`src/sv/lsac_ram.sv`:
```
module lsac_ram #(
  parameter int WIDTH = 8,
  parameter int DEPTH = 16
) (
  input  logic                                   clk,
  input  logic                                   we,
  input  logic [((DEPTH > 1) ? $clog2(DEPTH) : 1)-1:0] waddr,
  input  logic [WIDTH-1:0]                       wdata,
  input  logic                                   re,
  input  logic [((DEPTH > 1) ? $clog2(DEPTH) : 1)-1:0] raddr,
  output logic [WIDTH-1:0]                       rdata
);

  logic [WIDTH-1:0] mem [DEPTH];

  // read-first: a read of the address being written returns the old word
  always_ff @(posedge clk) begin
    if (re) begin
      rdata <= mem[raddr];
    end
    if (we) begin
      mem[waddr] <= wdata;
    end
  end

endmodule

```
`config.mk`:
```
export PLATFORM = sky130hd
export DESIGN_NAME = lsac_ram
export DESIGN_NICKNAME = d
export VERILOG_FILES = /design/src/sv/lsac_ram.sv
export SDC_FILE = /design/constraint.sdc
export NUM_CORES = 1
export LEC_CHECK = 0
export BUFFER_PORTS_ARGS = -buffer_cell sky130_fd_sc_hd__buf_2
export CORE_ASPECT_RATIO = 0.9
export CORE_UTILIZATION = 35
export DETAILED_ROUTE_END_ITERATION = 6
export PLACE_DENSITY = 0.55
export SKIP_LAST_GASP = 1
export SLEW_MARGIN = 40
export SYNTH_ARGS = -nofsm -noshare
export SYNTH_HDL_FRONTEND = slang
export SYNTH_SLANG_ARGS = --single-unit
export TNS_END_PERCENT = 5
```
`constraint.sdc`:
```
create_clock -name clk -period 1.9 [get_ports clk]
set_input_delay 0.095 -clock clk [delete_from_list [all_inputs] [get_ports clk]]
set_output_delay 0.095 -clock clk [all_outputs]
set_load 0.005 [all_outputs]
```
**After elaboration in Yosys (flattened, before gate mapping)**

Memories as Yosys holds them, arrays and structs flattened. A register that Yosys moved wholly into a read port is not among the register bits.
Index checks and enable logic that the tools add are counted.

- Flip-flop bits (word level): 0
- Bits in writable memories: 128
- Input port bits: 19
- Output and inout port bits: 8
- Logic and storage cells: 3
- Memories: 1

Memories:

| memory | depth | width | rd ports | clocked after memory_dff | write ports | line | source |
|---|---|---|---|---|---|---|---|
| mem | 16 | 8 | 1 | 1 | 1 | 14 | `logic [WIDTH-1:0] mem [DEPTH];` |

- Muxes and demuxes: 2

Operators with widths:

| operator | number |
|---|---|
| $mux 1 | 2 |

**Logic depth before layout (Yosys ltp)**

Gate-level depths: netlist of the first run.

- Depth after elaboration: 2
- Depth in mapped cells: 5
- Depth with buffers taken out: 3

**Worst setup path before layout of the first run**

No wires, ideal clock.

- Path kind: input port to flip-flop
- Start: input waddr[2] (netlist bit)
- End: memory mem[0][0] (enable)
- Setup time: 383 ps
- Data arrival time: 1205 ps
- Data required time: 1517 ps
- Slack: 312 ps
- Stages: 2
- Buffers on the path: 0
- Cells stage by stage: or3b_2 -> nor3_1

RTL lines:

| item | line | source |
|---|---|---|
| start: declaration | 7 | `input logic [((DEPTH > 1) ? $clog2(DEPTH) : 1)-1:0] waddr,` |
| end: declaration | 14 |  |

Straight into the memory's write port.

==> results of run 1 <==
## critical path, delay by kind of cell, from the launching register on
family,cells,cell delay [ns]
compound gates,1,0.31
mux,1,0.50
simple gates,1,0.11
flops,1,0.34
## flip-flops by register name, indices dropped and copies added, names as in the netlist
| register | count |
|---|---|
| rdata | 8 |
| mem | 128 |
## power by group through the flow
stage,Combinational (mW),Sequential (mW),Clock [mW]
after floorplan,0.171,3.46,0
after global placement,0.327,3.46,0
after detailed placement,0.333,3.46,0
after CTS,0.334,3.40,3.17
after global routing,0.355,3.40,3.31
final,0.325,3.40,3.12
## layout make-up
cell class,count,area [µm²],share of cell area
timing repair buffer,48,320,0.0511
sequential,136,4080,0.652
multi-input combinational,83,1060,0.169
tap,193,241,0.0386
clock inverter,12,128,0.0204
clock buffer,19,433,0.0691
## layer usage
metal / GRT usage / share of wire / wire length, µm
met5: 0 / 0 / 0
met2: 0.213 / 0.46 / 4770
met4: 0.0560 / 0.011 / 115
met3: 0.0418 / 0.047 / 489
met1: 0.218 / 0.48 / 4990
## kinds of logic (layout without fill, tap and decap cells)
group	Yosys count	after routing	share of synthesized area
buffers and inverters	10	79	0.0165
AO/OA/AOI/OAI	16	16	0.0230
AND/OR/NAND/NOR	35	35	0.0314
multiplexers	32	32	0.148
flip-flops	136	136	0.781
## Yosys cell counts
| cell type | count |
|---|---|
| edfxtp_1 | 136 |
| mux4_2 | 18 |
| a22oi_1 | 16 |
| mux4_1 | 14 |
| nor2_1 | 13 |
| nand2_1 | 9 |
| nor3_1 | 4 |
| buf_2 | 3 |
| buf_6 | 3 |
| clkdlybuf4s25_2 | 3 |
| nand2b_1 | 2 |
| nand3b_1 | 2 |
| and2_1 | 1 |
| and2b_1 | 1 |
| buf_4 | 1 |
| nand3_1 | 1 |
| nor2b_1 | 1 |
| or3b_2 | 1 |
## worst min-delay path by stage
stage | endpoint | slack, ns | depth (start not counted)
5_1_grt | rdata[5] | 0.04 | 1
3_3_place_gp | rdata[5] | 0.47 | 1
6_report | rdata[6] | 0.05 | 1
2_1_floorplan | mem[0][0] | 0.19 | 0
4_1_cts | rdata[6] | 0.04 | 1
3_5_place_dp | rdata[6] | 0.48 | 1
## metrics by stage
| stage | instances | hold WS [ns] | cell area [µm²] |
|---|---|---|---|
| after floorplan | 229 | 0.194 | 5230 |
| after global placement | 460 | 0.469 | 5700 |
| after detailed placement | 460 | 0.475 | 5700 |
| after CTS | 491 | 0.0381 | 6260 |
| after global routing | 491 | 0.0389 | 6260 |
| final | 491 | 0.0465 | 6260 |
==> metrics.txt, run 1 <==
Ant. Diodes 0; worst setup path endpoint rdata[4]; starting DRC count in detailed routing 226; Fin. Hold Viols 0; CTS clk-pin slew, worst paths around 0.060 ns; synth top area cells edfxtp_1 78%, mux4_2 7.8%, mux4_1 7.0%, a22oi_1 2.3%, nor2_1 0.93%; min cycle time layout 1.53 ns; total of max-cap violations 0; Post-CTS Resized 0; sequential share of the synthesized area 0.781; Port Buffers 26; run status complete, no violations; nets 305; Slew Limit Fails 0; drt via density 4.93; GPL Wtd Cong approximately 0.71; critical path required time approximately 2 ns; most common cell after layout, fill and taps aside edfxtp_1; layout cell share with drive strength beyond 1 0.315; CTS Buffer Depth 2; Worst Max-Slew Pin Slew 0.623 ns; worst path cell trace mux4_1 > a22oi_1 > nand2_1; leakage 2.10 nW; H-Tree Depth 4; area delta synth->final 19.8%; post-layout util 0.438; Setup crit start kind flip-flop; clk_skew 0.00591 ns; cts hold-fix bufs 0; Worst Hold Launch re; relative slew slack 0.584; Net Sw Frac 0.206; DR WL/cell 21.1 µm; Mapped Nets 248; Clock Tree Root clkbuf_16; Peak VDD IR between 700 and 800 µV; Seq pwr share 0.496; Total Power between 6 and 7 mW; Worst R2R End rdata[4]; critical path class reg2reg; Synth warnings 0; Logic pwr share 0.047; # clock sinks 136; chip width 131 µm; GRT Total Usage 0.150; CTS tree yes; CP Data Arrival Time 1.68 ns; dpl hpwl 6700 µm; reg2reg start mem[9][4]; RSZ-0062 raised after global routing false; R2R cell count 3; post-synth top area cell edfxtp_1; first-pass GRT wire length 15500 µm; Setup violations, final 0; FP Rows 41; Synth top area share 0.781; share of the clock period used by the worst path 0.805; Initial DRT Pass Iterations 4; # fillers 1227; CP max-delay cell mux4_1; Peak Freq roughly 650 MHz; Overflow after GRT 0; WL final between 10000 and 15000 µm; Inserted Clock Buffers 17; critical path endpoint category flip-flop; crit-path max FO 1; io pins 27; Mapped Area 5230 µm²; internal power approximately 5.4 mW; pwr dens 1090 nW/µm²; Post-DRT Antenna Nets 0; most frequent cells in the layout 136 x edfxtp_1, 26 x buf_2, 20 x buf_4; initial antenna violation count 0; syn_area_per_cell approximately 23 µm²; Post-CTS Setup Repair Bufs 0; crit path from mem[9][4]; final worst slack 0.371 ns; initial core utilization 0.365; worst slack, placed between 0.15 and 0.2 ns; Hold Crit Class in2reg; clock share of power 0.456; clk_lat worst skew 0.41 ns; Yosys reg bits between 100 and 150; Die ar. 15400 µm²; P_sw between 1 and 1.5 mW; vias in the first global route approximately 2.4k; synthesized instance count 229; Die Y 118 µm; largest net degree at the start of global routing 18; Distinct cells, synth 18; via count roughly 2.4k; core area ~14000 µm²; setup TNS 0 ns; CP peak stage delay approximately 0.50 ns; DRC errors left 0; reg-to-reg slack, setup approximately 0.37 ns
(Power assumes the default switching activity.)
==> run 2, diff against run 1 <==
PLACE_DENSITY = 0.57   (was 0.55)
clock period = 1.4 ns   (was 1.9 ns; I/O delays follow)
==> run 2 against run 1 <==
Net effect: the flow now finishes with violations (setup timing); die area stayed put; worst setup slack got worse by 0.42 ns; fmax grew 5.6%; highest routed layer unchanged.
==> metrics.txt, run 2 (synthesis results as in run 1) <==
run status finished, violations left; failing checks setup timing; Top reg by flops mem; largest registers mem x128, rdata x8; chip width 131 µm (unchanged); dpl hpwl 6750 µm (+0.76%); core area 14300 µm² (unchanged); Storage cell area 4080 µm² (unchanged); cts hold-fix bufs 0 (unchanged); CTS Buffer Depth 2 (unchanged); GPL Wtd Cong 0.713 (+0.27%); drt via density 5.09 (+3.2%); Initial DRT Pass Iterations 4 (unchanged); Post-Place Cells 464 (+0.87%); via count 2525 (+4.3%); clk_lat worst skew 0.41 ns (about the same); Worst Hold Launch re; pwr dens 1520 nW/µm² (+39%); worst slack, placed -0.321 ns (-0.509 ns); starting DRC count in detailed routing 227 (+0.44%); Die Y 118 µm (unchanged); clk_skew 0.00822 ns (+0.00231 ns); Logic pwr share 0.048 (about the same); max FFs per register 128 (unchanged); Die ar. 15400 µm² (unchanged); crit path from mem[1][7]; RSZ-0062 raised after global routing true; Net Sw Frac 0.201 (-0.00415); crit-path max FO 1 (unchanged); CTS clk-pin slew, worst paths 0.06 ns (about the same); multi-input logic area 1080 µm² (+2.5%); Worst Hold Path EP rdata[4]; Total Power 9.73 mW (+42%); most common cell after layout, fill and taps aside edfxtp_1; WL final 10700 µm (+3.0%); initial antenna violation count 0 (unchanged); most frequent cells in the layout 136 x edfxtp_1, 26 x buf_2, 23 x mux4_2; first-pass GRT wire length 15900 µm (+2.4%); Hold Path Depth 1 (unchanged); critical path class reg2reg; largest net degree at the start of global routing 19 (+1); CTS tree yes; # fillers 1213 (-1.1%); Ant. Diodes 0 (unchanged); Inserted Clock Buffers 17 (unchanged); reg-to-reg slack, setup -0.05 ns (-0.42 ns); Peak Freq 691 MHz (+5.6%); area delta synth->final 22.7%; FP Rows 41 (unchanged); final worst slack -0.0477 ns (-0.419 ns); internal power 7.77 mW (+43%); DRC errors left 0 (unchanged); Final Instance Count excl. Fillers 496 (+1.0%); R2R cell count 3 (unchanged); total of max-cap violations 0 (unchanged); CP Data Arrival Time 1.61 ns (-0.07 ns); min cycle time layout 1.45 ns (-0.0814 ns); Port Buffers 26 (unchanged); P_sw 1.96 mW (+39%); io pins 27 (unchanged); leakage 2.13 nW (+1.4%); Hold Slack 0.0255 ns (-0.0210 ns); critical path required time 1.56 ns (-0.49 ns); H-Tree Depth 4 (unchanged); Slew Limit Fails 0 (unchanged); reg2reg start mem[1][7]; Peak VDD IR 828 µV (+8.8%); DR WL/cell 21.5 µm (+2.0%); relative slew slack 0.590 (+0.00586); critical path endpoint category flip-flop; nets 309 (+1.3%); Post-DRT Antenna Nets 0 (unchanged); Setup violations, final 6 (+6); # clock sinks 136 (unchanged); Setup crit start kind flip-flop; Worst R2R End rdata[7]; vias in the first global route 2419 (-0.62%); GRT Total Usage 0.152 (+0.00200); Hold Crit Class in2reg; initial core utilization 0.365 (unchanged); Clock Tree Root clkbuf_16; Worst Max-Slew Pin Slew 0.615 ns (-0.00817 ns); Overflow after GRT 0 (unchanged); layout cell share with drive strength beyond 1 0.386 (+0.0707); Seq pwr share 0.474 (-0.022); share of the clock period used by the worst path 1.03 (+0.229); Fin. Hold Viols 0 (unchanged); clock share of power 0.478 (+0.022)
[run 2: cell types whose count changed in the layout (fill, tap and decap cells not counted), moves of 2 or more]
cell and change:
a22oi_1 -7, a22oi_2 +7, mux4_1 -5, mux4_2 +5, clkinvlp_4 +4, buf_12 +2
buf_4 +2, bufinv_16 +2, clkbuf_1 -2, clkinv_2 -2, clkinv_4 +2, inv_6 -2
[run 2: layout make-up]
cell class	count	share of cell area
flip-flops and latches	136	0.637
multi-input cells	83	0.169
clock buffers	17	0.0663
repair buffers	52	0.0585
well taps	193	0.0377
clock inverters	15	0.0318
[run 2: how the worst max path moves through the flow]
stage	endpoint	slack (ns)
floorplan	rdata[1]	0.05
global placement	rdata[1]	-0.32
detailed placement	rdata[1]	-0.32
CTS	rdata[7]	-0.04
global route	rdata[1]	-0.08
finish	rdata[7]	-0.05
[run 2: what timing repair did]
item / CTS / global route
setup endpoints to repair: 8 / 8
pin swaps: 3 / 1
buffers inserted: 0 / 0
gates resized for setup: 8 / 4
[run 2: through the flow]
stage               cell area (µm²)  TNS [ns]  utilization
floorplan                      5230         0            -
global placement               5760     -1.69        0.403
detailed placement             5760     -1.84        0.403
CTS                            6410    -0.191        0.448
global route                   6410    -0.584        0.448
finish                         6410    -0.177        0.448
[run 2: layer usage]
layer  track usage  up-vias  part of all wire
met3        0.0377        7             0.065
met5             0        -                 0
met1         0.237     1330              0.47
met2         0.202       93              0.45
met4        0.0582        0            0.0086
li1              -     1095                 -
[run 2: power groups by stage]
stage	clock network [mW]	logic [mW]	registers, mW
floorplan	0	0.232	4.69
global route	4.91	0.506	4.62
global placement	0	0.442	4.70
detailed placement	0	0.452	4.70
CTS	4.74	0.467	4.61
finish	4.65	0.465	4.61
[run 2: worst max-delay path: stages, from the launching register on]
cell      delay (ns)
edfxtp_1        0.38
mux4_2          0.47
a22oi_2         0.27
nand2_1         0.08
